`src/rtl/cld_pkg.sv`:
```
// Shared types and constants for the console line discipline.
// No dependencies; every other file of the block except cld_ram refers to this package by scoped names.

package cld_pkg;

  // Input operation codes.
  localparam logic [1:0] OP_TX_READY = 2'd0;
  localparam logic [1:0] OP_RX       = 2'd1;
  localparam logic [1:0] OP_WRITE    = 2'd2;

  // Result kinds.
  localparam logic [1:0] KIND_TX   = 2'd0;
  localparam logic [1:0] KIND_LINE = 2'd1;
  localparam logic [1:0] KIND_END  = 2'd2;

  // Control characters.
  localparam logic [7:0] CH_CR = 8'h0D;
  localparam logic [7:0] CH_LF = 8'h0A;

  // Classified commands handed from the front end to the back end.
  typedef enum logic [1:0] {
    CMD_READY,
    CMD_RX,
    CMD_WRITE
  } cmd_e;

  typedef struct packed {
    cmd_e       kind;
    logic [7:0] data;
  } cmd_t;

endpackage

```
`src/rtl/cld_ram.sv`:
```
// Generic single-port-write, single-port-read RAM with a registered read.
// No dependencies.

module cld_ram #(
  parameter int WIDTH = 8,
  parameter int DEPTH = 32
) (
  input  logic                     clk_i,
  input  logic                     we_i,
  input  logic [$clog2(DEPTH)-1:0] waddr_i,
  input  logic [WIDTH-1:0]         wdata_i,
  input  logic                     re_i,
  input  logic [$clog2(DEPTH)-1:0] raddr_i,
  output logic [WIDTH-1:0]         rdata_o
);

  logic [WIDTH-1:0] mem_q [DEPTH];
  logic [WIDTH-1:0] rdata_q;

  // Write port.
  always_ff @(posedge clk_i) begin
    if (we_i) begin
      mem_q[waddr_i] <= wdata_i;
    end
  end

  // Registered read port; the data holds while no read is issued.
  always_ff @(posedge clk_i) begin
    if (re_i) begin
      rdata_q <= mem_q[raddr_i];
    end
  end

  assign rdata_o = rdata_q;

endmodule

```
`src/rtl/cld_front.sv`:
```
// Front end: accepts input requests and classifies them into commands.
// Depends on cld_pkg for op codes, control characters and the command type.

module cld_front (
  input  logic          clk_i,
  input  logic          rst_ni,
  input  logic          in_valid_i,
  output logic          in_ready_o,
  input  logic [1:0]    op_i,
  input  logic [7:0]    data_byte_i,
  output logic          push_valid_o,
  input  logic          push_ready_i,
  output cld_pkg::cmd_t push_cmd_o
);

  logic          valid_q, valid_d;
  cld_pkg::cmd_t cmd_q, cmd_d;
  logic          keep;
  cld_pkg::cmd_t cls;

  // Classify the incoming request; a received CR becomes LF here.
  always_comb begin
    keep     = 1'b1;
    cls.kind = cld_pkg::CMD_READY;
    cls.data = data_byte_i;
    case (op_i)
      cld_pkg::OP_TX_READY: begin
        cls.kind = cld_pkg::CMD_READY;
      end
      cld_pkg::OP_RX: begin
        cls.kind = cld_pkg::CMD_RX;
        if (data_byte_i == cld_pkg::CH_CR) begin
          cls.data = cld_pkg::CH_LF;
        end
      end
      cld_pkg::OP_WRITE: begin
        cls.kind = cld_pkg::CMD_WRITE;
      end
      default: begin
        keep = 1'b0;
      end
    endcase
  end

  // The holding register frees up when its command moves into the queue.
  assign in_ready_o = !valid_q || push_ready_i;

  always_comb begin
    valid_d = valid_q;
    cmd_d   = cmd_q;
    if (push_ready_i) begin
      valid_d = 1'b0;
    end
    if (in_valid_i && in_ready_o) begin
      valid_d = keep;
      cmd_d   = cls;
    end
  end

  always_ff @(posedge clk_i or negedge rst_ni) begin
    if (!rst_ni) begin
      valid_q <= 1'b0;
      cmd_q   <= '0;
    end else begin
      valid_q <= valid_d;
      cmd_q   <= cmd_d;
    end
  end

  assign push_valid_o = valid_q;
  assign push_cmd_o   = cmd_q;

endmodule

```
`src/rtl/cld_queue.sv`:
```
// Two-entry command queue between the front end and the back end.
// Depends on cld_pkg for the command type.

module cld_queue (
  input  logic          clk_i,
  input  logic          rst_ni,
  input  logic          push_valid_i,
  output logic          push_ready_o,
  input  cld_pkg::cmd_t push_cmd_i,
  output logic          pop_valid_o,
  input  logic          pop_ready_i,
  output cld_pkg::cmd_t pop_cmd_o
);

  cld_pkg::cmd_t slot_q [2];
  logic          wr_ptr_q, rd_ptr_q;
  logic [1:0]    count_q;
  logic          push, pop;

  assign push_ready_o = (count_q != 2'd2);
  assign pop_valid_o  = (count_q != 2'd0);
  assign pop_cmd_o    = slot_q[rd_ptr_q];
  assign push         = push_valid_i && push_ready_o;
  assign pop          = pop_valid_o && pop_ready_i;

  // Storage slots carry no reset.
  always_ff @(posedge clk_i) begin
    if (push) begin
      slot_q[wr_ptr_q] <= push_cmd_i;
    end
  end

  // Pointers and fill level.
  always_ff @(posedge clk_i or negedge rst_ni) begin
    if (!rst_ni) begin
      wr_ptr_q <= 1'b0;
      rd_ptr_q <= 1'b0;
      count_q  <= 2'd0;
    end else begin
      if (push) begin
        wr_ptr_q <= !wr_ptr_q;
      end
      if (pop) begin
        rd_ptr_q <= !rd_ptr_q;
      end
      if (push && !pop) begin
        count_q <= count_q + 2'd1;
      end else if (pop && !push) begin
        count_q <= count_q - 2'd1;
      end
    end
  end

endmodule

```
`src/rtl/cld_back.sv`:
```
// Back end: carries out commands against the transmit FIFO and the line store,
// and drives the result register. Depends on cld_pkg and cld_ram.

module cld_back #(
  parameter int BUFFER_DEPTH = 32
) (
  input  logic          clk_i,
  input  logic          rst_ni,
  input  logic          cfg_we_i,
  input  logic          cfg_wdata_i,
  input  logic          cmd_valid_i,
  output logic          cmd_ready_o,
  input  cld_pkg::cmd_t cmd_i,
  output logic          out_valid_o,
  input  logic          out_ready_i,
  output logic [1:0]    kind_o,
  output logic [7:0]    out_byte_o,
  output logic [5:0]    line_length_o,
  output logic          last_o
);

  localparam int AW = $clog2(BUFFER_DEPTH);
  localparam int CW = $clog2(BUFFER_DEPTH + 1);

  typedef enum logic [2:0] {
    ST_IDLE,
    ST_PUSH_CR,
    ST_PUSH_BYTE,
    ST_START,
    ST_TX_READ,
    ST_LINE,
    ST_LINE_READ,
    ST_LINE_END
  } state_e;

  state_e        state_q, state_d;
  cld_pkg::cmd_t cmd_q, cmd_d;
  logic [AW-1:0] tx_head_q, tx_head_d;
  logic [CW-1:0] tx_count_q, tx_count_d;
  logic          tx_active_q, tx_active_d;
  logic [CW-1:0] line_count_q, line_count_d;
  logic [AW-1:0] line_idx_q, line_idx_d;
  logic          client_q, client_d;
  logic          out_valid_q, out_valid_d;
  logic [1:0]    kind_q, kind_d;
  logic [7:0]    byte_q, byte_d;
  logic [5:0]    len_q, len_d;
  logic          last_q, last_d;

  logic          tx_we, tx_re, ln_we, ln_re;
  logic [AW-1:0] tx_waddr, ln_raddr;
  logic [7:0]    tx_wdata, tx_rdata, ln_rdata;
  logic [CW:0]   tail_sum;
  logic [AW-1:0] tail, head_inc;
  logic          tx_full, line_full, is_lf, collect, out_free;

  // Tail position wraps at the buffer depth; the sum stays below twice the depth.
  assign tail_sum = (CW+1)'(tx_head_q) + (CW+1)'(tx_count_q);
  assign tail     = (tail_sum >= (CW+1)'(BUFFER_DEPTH))
                  ? AW'(tail_sum - (CW+1)'(BUFFER_DEPTH)) : AW'(tail_sum);
  assign head_inc = (tx_head_q == AW'(BUFFER_DEPTH - 1)) ? '0 : tx_head_q + 1'b1;

  assign tx_full   = (tx_count_q == CW'(BUFFER_DEPTH));
  assign line_full = (line_count_q == CW'(BUFFER_DEPTH));
  assign is_lf     = (cmd_q.data == cld_pkg::CH_LF);
  assign collect   = (cmd_q.kind == cld_pkg::CMD_RX) && client_q;
  assign out_free  = !out_valid_q || out_ready_i;

  // Sequencer: next state, store accesses and result register loads.
  always_comb begin
    state_d      = state_q;
    cmd_d        = cmd_q;
    tx_head_d    = tx_head_q;
    tx_count_d   = tx_count_q;
    tx_active_d  = tx_active_q;
    line_count_d = line_count_q;
    line_idx_d   = line_idx_q;
    client_d     = cfg_we_i ? cfg_wdata_i : client_q;
    out_valid_d  = out_ready_i ? 1'b0 : out_valid_q;
    kind_d       = kind_q;
    byte_d       = byte_q;
    len_d        = len_q;
    last_d       = last_q;
    tx_we        = 1'b0;
    tx_waddr     = tail;
    tx_wdata     = cmd_q.data;
    tx_re        = 1'b0;
    ln_we        = 1'b0;
    ln_re        = 1'b0;
    ln_raddr     = line_idx_q;
    cmd_ready_o  = 1'b0;

    case (state_q)
      ST_IDLE: begin
        cmd_ready_o = 1'b1;
        if (cmd_valid_i) begin
          cmd_d = cmd_i;
          case (cmd_i.kind)
            cld_pkg::CMD_READY: begin
              if (tx_active_q) begin
                if (!client_q || tx_count_q == '0) begin
                  tx_active_d = 1'b0;
                end else begin
                  tx_re      = 1'b1;
                  tx_head_d  = head_inc;
                  tx_count_d = tx_count_q - 1'b1;
                  state_d    = ST_TX_READ;
                end
              end
            end
            cld_pkg::CMD_RX, cld_pkg::CMD_WRITE: begin
              state_d = (cmd_i.data == cld_pkg::CH_LF) ? ST_PUSH_CR : ST_PUSH_BYTE;
            end
            default: begin
              state_d = ST_IDLE;
            end
          endcase
        end
      end

      // An LF is preceded by a CR in the transmit FIFO.
      ST_PUSH_CR: begin
        if (!tx_full) begin
          tx_we      = 1'b1;
          tx_wdata   = cld_pkg::CH_CR;
          tx_count_d = tx_count_q + 1'b1;
        end
        state_d = ST_PUSH_BYTE;
      end

      ST_PUSH_BYTE: begin
        if (!tx_full) begin
          tx_we      = 1'b1;
          tx_count_d = tx_count_q + 1'b1;
        end
        state_d = ST_START;
      end

      // Switch the transmitter on and send the head byte if it was off.
      ST_START: begin
        if (tx_count_q != '0 && !tx_active_q) begin
          tx_re       = 1'b1;
          tx_head_d   = head_inc;
          tx_count_d  = tx_count_q - 1'b1;
          tx_active_d = 1'b1;
          state_d     = ST_TX_READ;
        end else begin
          state_d = ST_LINE;
        end
      end

      ST_TX_READ: begin
        if (out_free) begin
          out_valid_d = 1'b1;
          kind_d      = cld_pkg::KIND_TX;
          byte_d      = tx_rdata;
          len_d       = '0;
          last_d      = (cmd_q.kind == cld_pkg::CMD_READY) || !(collect && is_lf);
          state_d     = (cmd_q.kind == cld_pkg::CMD_READY) ? ST_IDLE : ST_LINE;
        end
      end

      // With a client attached, collect a received byte, or start emitting the stored line on LF.
      ST_LINE: begin
        state_d = ST_IDLE;
        if (collect) begin
          if (!is_lf) begin
            if (!line_full) begin
              ln_we        = 1'b1;
              line_count_d = line_count_q + 1'b1;
            end
          end else if (line_count_q == '0) begin
            state_d = ST_LINE_END;
          end else begin
            ln_re      = 1'b1;
            ln_raddr   = '0;
            line_idx_d = '0;
            state_d    = ST_LINE_READ;
          end
        end
      end

      // Each line byte is emitted while the next one is read.
      ST_LINE_READ: begin
        if (out_free) begin
          out_valid_d = 1'b1;
          kind_d      = cld_pkg::KIND_LINE;
          byte_d      = ln_rdata;
          len_d       = '0;
          last_d      = 1'b0;
          if (CW'(line_idx_q) + 1'b1 < line_count_q) begin
            ln_re      = 1'b1;
            ln_raddr   = line_idx_q + 1'b1;
            line_idx_d = line_idx_q + 1'b1;
          end else begin
            state_d = ST_LINE_END;
          end
        end
      end

      ST_LINE_END: begin
        if (out_free) begin
          out_valid_d  = 1'b1;
          kind_d       = cld_pkg::KIND_END;
          byte_d       = '0;
          len_d        = 6'(line_count_q);
          last_d       = 1'b1;
          line_count_d = '0;
          state_d      = ST_IDLE;
        end
      end

      default: begin
        state_d = ST_IDLE;
      end
    endcase
  end

  // State, counters, configuration and the result register.
  always_ff @(posedge clk_i or negedge rst_ni) begin
    if (!rst_ni) begin
      state_q      <= ST_IDLE;
      cmd_q        <= '0;
      tx_head_q    <= '0;
      tx_count_q   <= '0;
      tx_active_q  <= 1'b0;
      line_count_q <= '0;
      line_idx_q   <= '0;
      client_q     <= 1'b0;
      out_valid_q  <= 1'b0;
      kind_q       <= '0;
      byte_q       <= '0;
      len_q        <= '0;
      last_q       <= 1'b0;
    end else begin
      state_q      <= state_d;
      cmd_q        <= cmd_d;
      tx_head_q    <= tx_head_d;
      tx_count_q   <= tx_count_d;
      tx_active_q  <= tx_active_d;
      line_count_q <= line_count_d;
      line_idx_q   <= line_idx_d;
      client_q     <= client_d;
      out_valid_q  <= out_valid_d;
      kind_q       <= kind_d;
      byte_q       <= byte_d;
      len_q        <= len_d;
      last_q       <= last_d;
    end
  end

  // Transmit FIFO storage.
  cld_ram #(
    .WIDTH (8),
    .DEPTH (BUFFER_DEPTH)
  ) u_tx_ram (
    .clk_i   (clk_i),
    .we_i    (tx_we),
    .waddr_i (tx_waddr),
    .wdata_i (tx_wdata),
    .re_i    (tx_re),
    .raddr_i (tx_head_q),
    .rdata_o (tx_rdata)
  );

  // Line store.
  cld_ram #(
    .WIDTH (8),
    .DEPTH (BUFFER_DEPTH)
  ) u_line_ram (
    .clk_i   (clk_i),
    .we_i    (ln_we),
    .waddr_i (line_count_q[AW-1:0]),
    .wdata_i (cmd_q.data),
    .re_i    (ln_re),
    .raddr_i (ln_raddr),
    .rdata_o (ln_rdata)
  );

  assign out_valid_o   = out_valid_q;
  assign kind_o        = kind_q;
  assign out_byte_o    = byte_q;
  assign line_length_o = len_q;
  assign last_o        = last_q;

`ifndef SYNTH
  a_tx_count_bound: assert property (@(posedge clk_i) disable iff (!rst_ni)
    tx_count_q <= CW'(BUFFER_DEPTH))
    else $error("transmit FIFO count exceeds its depth");

  a_line_count_bound: assert property (@(posedge clk_i) disable iff (!rst_ni)
    line_count_q <= CW'(BUFFER_DEPTH))
    else $error("line store count exceeds its depth");

  a_tx_read_active: assert property (@(posedge clk_i) disable iff (!rst_ni)
    state_q == ST_TX_READ |-> tx_active_q)
    else $error("transmit byte read while the transmitter is off");

  a_line_read_range: assert property (@(posedge clk_i) disable iff (!rst_ni)
    state_q == ST_LINE_READ |-> CW'(line_idx_q) < line_count_q)
    else $error("line read index beyond the stored line");
`endif

endmodule

```
`src/rtl/console_line_discipline.sv`:
```
// Top level of the console line discipline: front end, command queue, back end.
// Depends on cld_pkg, cld_front, cld_queue, cld_back and cld_ram.
//
// Channel   Direction  Handshake               Payload
// input     in         in_valid_i/in_ready_o   op_i, data_byte_i
// result    out        out_valid_o/out_ready_i kind_o, out_byte_o, line_length_o, last_o
// config    in         cfg_we_i                cfg_wdata_i (client_attached)
//
// The back-end sequencer takes one command at a time. A transmitter-ready request
// may send a byte from the transmit FIFO; a written or received byte passes the
// push, start and line states, with a CR pushed ahead of an LF; a received LF with a client
// attached then reads an N-byte line out through the one read port of the line store.
// Reset is asynchronous and active low; the stores need no clearing pass.
// The two-entry command queue lets requests come in while results are stalled.

module console_line_discipline #(
  parameter int BUFFER_DEPTH = 32
) (
  input  logic       clk_i,
  input  logic       rst_ni,
  input  logic       in_valid_i,
  output logic       in_ready_o,
  input  logic [1:0] op_i,
  input  logic [7:0] data_byte_i,
  input  logic       cfg_we_i,
  input  logic       cfg_wdata_i,
  output logic       out_valid_o,
  input  logic       out_ready_i,
  output logic [1:0] kind_o,
  output logic [7:0] out_byte_o,
  output logic [5:0] line_length_o,
  output logic       last_o
);

  logic          front_valid, front_ready;
  cld_pkg::cmd_t front_cmd;
  logic          back_valid, back_ready;
  cld_pkg::cmd_t back_cmd;

  cld_front u_front (
    .clk_i        (clk_i),
    .rst_ni       (rst_ni),
    .in_valid_i   (in_valid_i),
    .in_ready_o   (in_ready_o),
    .op_i         (op_i),
    .data_byte_i  (data_byte_i),
    .push_valid_o (front_valid),
    .push_ready_i (front_ready),
    .push_cmd_o   (front_cmd)
  );

  cld_queue u_queue (
    .clk_i        (clk_i),
    .rst_ni       (rst_ni),
    .push_valid_i (front_valid),
    .push_ready_o (front_ready),
    .push_cmd_i   (front_cmd),
    .pop_valid_o  (back_valid),
    .pop_ready_i  (back_ready),
    .pop_cmd_o    (back_cmd)
  );

  cld_back #(
    .BUFFER_DEPTH (BUFFER_DEPTH)
  ) u_back (
    .clk_i         (clk_i),
    .rst_ni        (rst_ni),
    .cfg_we_i      (cfg_we_i),
    .cfg_wdata_i   (cfg_wdata_i),
    .cmd_valid_i   (back_valid),
    .cmd_ready_o   (back_ready),
    .cmd_i         (back_cmd),
    .out_valid_o   (out_valid_o),
    .out_ready_i   (out_ready_i),
    .kind_o        (kind_o),
    .out_byte_o    (out_byte_o),
    .line_length_o (line_length_o),
    .last_o        (last_o)
  );

endmodule
```
`config.mk`:
```
export PLATFORM = sky130hd
export DESIGN_NAME = console_line_discipline
export DESIGN_NICKNAME = d
export VERILOG_FILES = /design/src/rtl/cld_pkg.sv /design/src/rtl/cld_ram.sv /design/src/rtl/cld_front.sv /design/src/rtl/cld_queue.sv /design/src/rtl/cld_back.sv /design/src/rtl/console_line_discipline.sv
export SDC_FILE = /design/constraint.sdc
export NUM_CORES = 1
export LEC_CHECK = 0
export ABC_CLOCK_PERIOD_IN_PS = 9000
export BUFFER_PORTS_ARGS = -buffer_cell sky130_fd_sc_hd__buf_2
export CORE_ASPECT_RATIO = 1.4
export CORE_MARGIN = 2
export CORE_UTILIZATION = 45
export DETAILED_ROUTE_END_ITERATION = 7
export SYNTH_ARGS = -nofsm -noshare
export SYNTH_HDL_FRONTEND = slang
export SYNTH_SLANG_ARGS = --single-unit
```
`constraint.sdc`:
```
create_clock -name clk_i -period 9 [get_ports clk_i]
set_clock_uncertainty 0.05 [all_clocks]
set_input_delay 0.45 -clock clk_i [delete_from_list [all_inputs] [get_ports clk_i]]
set_output_delay 0.45 -clock clk_i [all_outputs]
set_load 0.005 [all_outputs]
```
After elaboration in Yosys (flattened, before gate mapping)
Memories as Yosys holds them, arrays and structs flattened. A register that Yosys moved wholly into a read port is not among the register bits.
Index checks and enable logic that the tools add are counted.
{"block": "totals", "output_inout_bits": 19, "ff_bits": 70, "input_bits": 16, "mem_count": 3, "mem_bits_rw": 532}
{"block": "classes", "eq_ne": 35, "add_sub_neg": 10, "n_lt_le_gt_ge": 2, "n_reduce_logical": 49, "muxes": 97}
{"name": "u_back.u_line_ram.mem_q", "depth": 32, "word_bits": 8, "rd": 1, "rd_clocked_by_memory_dff": 1, "wr": 1, "line_no": "cld_ram.sv:17", "text": "logic [WIDTH-1:0] mem_q [DEPTH];"}
{"name": "u_back.u_tx_ram.mem_q", "depth": 32, "word_bits": 8, "rd": 1, "rd_clocked_by_memory_dff": 1, "wr": 1, "line_no": "cld_ram.sv:17"}
{"name": "u_queue.slot_q", "depth": 2, "word_bits": 10, "rd": 1, "rd_clocked_by_memory_dff": 0, "wr": 1, "line_no": "cld_queue.sv:15", "text": "cld_pkg::cmd_t slot_q [2];"}
{"cell": "6-bit 2-to-1 mux", "count": 11}
{"cell": "5-bit 2-to-1 mux", "count": 12}
{"cell": "8-bit 2-to-1 mux", "count": 7}
{"cell": "1-bit 2-to-1 mux", "count": 37}
{"cell": "3-bit 2-to-1 mux", "count": 10}
{"cell": "8-bit by 4-bit == test with 1-bit output (second input constant)", "count": 3}
{"cell": "3-bit case mux with 8 select lines", "count": 1}
{"cell": "6-bit case mux with 2 select lines", "count": 2}
{"cell": "8-bit case mux with 3 select lines", "count": 1}
{"cell": "5-bit case mux with 2 select lines", "count": 2}
{"cell": "6-bit case mux with 3 select lines", "count": 1}
{"cell": "2-bit != test (second input constant)", "count": 8}
{"cell": "2-bit by 1-bit != test with 1-bit output (second input constant)", "count": 7}
{"cell": "7-bit AND reduction", "count": 2}
{"cell": "6-bit by 1-bit adder with 6-bit output (second input constant)", "count": 2}
{"cell": "3-bit == test (second input constant)", "count": 4}
{"cell": "6-bit == test (second input constant)", "count": 2}
{"cell": "6-bit logical NOT", "count": 2}
{"cell": "2-bit 2-to-1 mux", "count": 6}
{"cell": "2-bit nonzero test", "count": 6}
{"cell": "5-bit by 1-bit adder with 5-bit output (second input constant)", "count": 2}
{"cell": "1-bit logical NOT", "count": 9}
{"cell": "1-bit logical AND", "count": 8}
{"cell": "4-bit AND reduction", "count": 2}
{"cell": "other kinds (31)", "count": 46}

Longest topological paths before layout
{"block": "logic_depth", "word_depth": 7, "depth_mapped": 16}

Cells and area by module
Synthesis repeated with hierarchy kept, for this count alone.
{"block": "unflattened", "hier_cells": 1266, "area_unflattened_um2": 25095.3}
{"module": "cld_ram", "seq_area_each_um2": 7927.6, "area_each_um2": 10133.5, "instances": 2, "cells_each": 417}
{"module": "cld_back", "seq_area_each_um2": 1376.3, "area_each_um2": 3388.2, "instances": 1, "cells_each": 347}
{"module": "cld_queue", "seq_area_each_um2": 700.7, "area_each_um2": 932.1, "instances": 1, "cells_each": 49}
{"module": "cld_front", "seq_area_each_um2": 275.3, "area_each_um2": 508.0, "instances": 1, "cells_each": 36}

Worst setup path before layout
OpenSTA, ideal clock, no wires.
{"block": "synth_timing", "path_kind": "register -> register", "startpoint": "reg u_back.line_idx_q[0]", "endpoint": "reg u_back.u_line_ram.rdata_q[0] (netlist: u_back.u_line_ram.rdata_o[0]) (read register of u_back.u_line_ram.mem_q), data pin", "synth_period_minus_slack_ps": 3550, "arrival_time_ps": 3324, "setup_time_ps": 176, "path_slack_ps": 5450, "path_buffers": 3, "path_stages_with_launch": 16, "cell_sequence": "dfrtp_1 > ha_1 > nand3_1 > xnor2_1 > ha_1 > and4_1 > o21a_4 > or4_1 > a22o_1 > buf_6 > buf_6 > buf_4 > mux2i_1 > mux2_2 > o2bb2ai_1 > nor4_1"}
{"block": "synth_between", "elab_chain_len": 5, "word_cells_on_any_way": 12}
{"element": "start, declared", "line_no": "cld_back.sv:42", "text": "logic [AW-1:0] line_idx_q, line_idx_d;"}
{"element": "start signal, assigned", "line_no": "cld_back.sv:242", "text": "line_idx_q <= line_idx_d;"}
{"element": "5-bit by 1-bit adder with 6-bit output", "line_no": "cld_back.sv:191", "text": "if (CW'(line_idx_q) + 1'b1 < line_count_q) begin"}
{"element": "6-bit < comparator", "line_no": "cld_back.sv:191"}
{"element": "5-bit 2-to-1 mux or 1-bit 2-to-1 mux (tied branches)", "line_no": "cld_back.sv:191"}
{"element": "5-bit 2-to-1 mux or 1-bit 2-to-1 mux (tied branches)", "line_no": "cld_back.sv:185", "text": "if (out_free) begin"}
{"element": "5-bit case mux with 2 select lines or 1-bit case mux with 2 select lines (tied branches)", "line_no": "cld_back.sv:93", "text": "case (state_q)"}
{"element": "end, declared", "line_no": "cld_ram.sv:18", "text": "logic [WIDTH-1:0] rdata_q;"}
Parallel ways exist; a longest one is shown, timed or not.
A chain may end at the register's enable or synchronous reset.

Worst setup path in the final report
{"block": "layout_timing", "startpoint": "reg u_back.line_idx_q[2]", "endpoint": "reg u_back.u_line_ram.rdata_q[6] (netlist: u_back.u_line_ram.rdata_o[6]) (read register of u_back.u_line_ram.mem_q), data pin"}
The elaborated chain is that of the path after synthesis.

==> results.py <==
metrics = {
    "worst_setup_path": {
        "cp_max_fo": 80,
        "endpoint_kind": "register",
        "crit_path_start_kind": "register",
        "slowest_delay_ns": 0.91,
        "cp-startpoint": "u_back.line_idx_q[2]$_DFF_PN0_",
        "r2r_start": "u_back.line_idx_q[2]$_DFF_PN0_",
        "critical_path_arrival_ns": 5.33,
        "crit_chain": "and3_1 -> and3_1 -> ha_1 -> a21oi_1 -> o21ai_1 -> o31ai_1 -> a22o_4 -> buf_4 -> mux2i_1 -> mux2i_1 -> a211oi_1 -> nor4_1",
        "crit_slowest_cell": "buf_4",
        "setup.worst_path.class": "reg2reg",
        "critPathRequiredTime_ns": 9.30,
    },
    "logic_synthesis": {
        "async_reset_ff_frac": 0.113,
        "synth_edf_count": 548,
        "yosysUniqueCellTypes": 71,
        "synth_top_family_by_area": "multiplexers",
        "netlist.area_leader.share": 0.649,
        "synth_xor_area_frac": 0.00864,
        "muxShareOfSynthArea": 0.0936,
        "syn-num-nets": 1693,
        "synth_top_cell_by_area": "edfxtp_1",
        "synth-seq-area-share": 0.718,
        "yosysMostFrequentCell": "edfxtp_1",
        "synthAdderAreaFrac": 0.0134,
        "ys.flop_type": "edfxtp_1",
        "yosys_warnings": 0,
        "synth_compound_area_frac": 0.0687,
        "synthCells": 1651,
        "synth_simple_gate_area_frac": 0.0790,
        "ys_top_cells_by_count": "edfxtp_1, nand2_1, nor2_1",
        "synth_area_um2": 25400,
        "postSynthAreaPerCell_um2": 15.4,
        "yosys-top-cells-area": "edfxtp_1, dfrtp_1, mux2i_1",
        "synth-seq-cells": 618,
    },
    "sta": {
        "tns_ns": 0,
        "finalMaxSlewViolations": 0,
        "whs_ns": 0.0429,
        "worstMarginPinSlew_ns": 1.25,
        "setup_viol": 0,
        "fin_crit_sh": 0.559,
        "fmaxAchievable_mhz": 199,
        "setup_slack_ns": 3.96,
        "hold_viol": 0,
        "rsz0062_at_grt": "false",
        "min_period_ns": 5.04,
        "slew-limit-headroom": 0.162,
    },
    "pwr": {
        "power_switching_share": 0.350,
        "peakVddDrop_mv": 0.313,
        "power.switching_mw": 3.36,
        "intPower_mw": 6.24,
        "p_per_area_nw_per_um2": 341,
        "finalPower_mw": 9.60,
        "power.leakage_nw": 9.77,
        "p_clk_frac": 0.250,
        "power_frac_comb": 0.334,
        "pwr-share-seq": 0.416,
    },
    "worst_hold_path": {
        "hold_path.startpoint": "data_byte_i[1]",
        "hp-class": "in2reg",
    },
    "clock_tree": {
        "cts_setup_buffers": 0,
        "cts_tree": "done",
        "htree_levels": 2,
        "root_buffer": "clkbuf_16",
        "hold_buffers": 2,
        "cts.sinks": 618,
        "numCtsBuffers": 56,
        "worstSkewPairLatency_ns": 0.62,
        "clockBufferDepth": 3,
        "clk_pin_slew_ns": 0.07,
        "ctsResizeCount": 0,
    },
    "grt": {
        "grt_max_degree": 81,
        "overflow": 0,
        "grt_first_pass_wirelength_um": 91300,
        "grtUsageTotal": 0.211,
        "antenna_found_initial": 0,
        "grt_pass1_vias": 14400,
    },
    "finish": {
        "layout-drive-gt1-share": 0.133,
        "layoutNonFillerInstCount": 2461,
        "final_area_um2": 28100,
        "nets": 1731,
        "post-route-util": 0.507,
        "diodes": 0,
        "multi_input_area_um2": 6720,
        "fillers": 4686,
        "seq_area_um2": 18200,
        "area_delta_synth_final_pct": 11.0,
    },
    "place": {
        "dpl-instance-area_um2": 26300,
        "placed_cells": 2357,
        "dpl.hpwl_um": 38300,
        "place_ws_ns": 3.95,
        "gp_congestion": 0.836,
        "portBuffers": 34,
    },
    "floorplanning": {
        "die_h_um": 285,
        "core-area_um2": 55500,
        "die_area_um2": 58300,
        "top_level_ports": 35,
        "initial_core_util": 0.457,
        "rows": 102,
        "dieWidth_um": 205,
    },
    "run": {
        "max_cap_viol_count": 0,
    },
    "routing": {
        "routed_wl_um": 60400,
        "drtIter0Drc": 1078,
        "vias": 14100,
        "dr.pass1.iters": 6,
        "vias_per_cell": 5.73,
        "drc": 0,
        "antenna_left": 0,
        "wire_per_inst_um": 24.5,
    },
    "outcome": {
        "status": "complete, no violations",
    },
}
[power by group through the flow]
stage | combinational, mW | sequential (mW) | clock, mW
global route | 3.51 | 4.03 | 2.55
CTS | 3.26 | 4.00 | 2.44
finish | 3.20 | 4.00 | 2.40
detailed placement | 3.25 | 4.06 | 0
global placement | 3.19 | 4.05 | 0
floorplan | 2.14 | 4.04 | 0
[flip-flops by register name, summed over array words and instances (netlist names), 2 cells and up]
register	cells
u_back.u_tx_ram.mem_q	256
u_queue.slot_q	20
u_back.line_idx_q	5
u_front.push_cmd_o	10
u_back.tx_count_q	6
u_back.kind_o	2
u_back.u_line_ram.mem_q	256
u_back.line_count_q	6
u_back.cmd_q	10
u_back.u_tx_ram.rdata_o	8
u_back.u_line_ram.rdata_o	8
u_back.out_byte_o	8
u_queue.count_q	2
u_back.tx_head_q	5
u_back.state_q	3
u_back.line_length_o	6
[final timing paths]
kind / to / slack (ns) / depth (start not counted)
max: u_back.u_line_ram.rdata_o[6]$_DFFE_PP_ / 3.96 / 12
min: u_front.push_cmd_o[1]$_DFFE_PN0P_ / 0.04 / 3
max reg2reg: u_back.u_line_ram.rdata_o[6]$_DFFE_PP_ / 3.96 / 12
min reg2reg: u_queue.slot_q[1][5]$_DFFE_PP_ / 0.42 / 0
max in group asynchronous: u_back.tx_head_q[0]$_DFFE_PN0P_ / 7.63 / 2
min in group asynchronous: u_back.cmd_q[0]$_DFFE_PN0P_ / 0.50 / 2
[cells in the final DEF, fill, tap and decap left out, drive strengths merged, types with 9 or more instances in the layout]
master and n:
clkinv 25, inv 22, edfxtp 548, xnor2 14, nand4 18, a211oi 11, nor3b 10, dfrtp 70
buf 58, a32oi 16, and2 9, and3 10, nand2 184, o21ai 40, nor2 132, a22o 16
o22ai 17, mux2i 123, mux2 23, o221ai 25, nand3 20, ha 24, o211ai 10, nor4 10
clkbuf 74, a21oi 64, xor2 11, mux4 39
[critical path: cells and delay by family (launching register included)]
family / cells / cell delay [ns]
AOI/OAI and AO/OA: 5 / 2.04
buffers and inverters: 1 / 0.91
and+or+nand+nor: 3 / 0.52
DFF: 1 / 0.44
muxes: 2 / 0.37
adders and majority gates: 1 / 0.30
[per-layer routing]
metal	vias up	wire [um]	share of wire	global-route usage
li1	6461	-	-	-
met1	7144	23100	0.38	0.254
met2	378	32000	0.53	0.378
met3	117	2710	0.045	0.0302
met4	0	2520	0.042	0.0862
met5	-	0	0	0
[logic make-up (layout without fill, tap and decap cells)]
group / count (synthesis) / count (layout)
flip-flops: 618 / 618
AND/OR/NAND/NOR: 441 / 441
AO/OA/AOI/OAI: 251 / 251
multiplexers: 185 / 185
buffers and inverters: 105 / 187
adder cells (fa/ha/maj): 26 / 26
XOR/XNOR: 25 / 25
[area by class of cell]
cell class	instances	share of cell area
clock inverters	28	0.0108
clock buffers	74	0.0543
flip-flops and latches	618	0.647
repair buffers	60	0.0132
inverters	25	0.00351
well taps	728	0.0324
multi-input cells	928	0.239
Power figures use the tool's default switching activity.
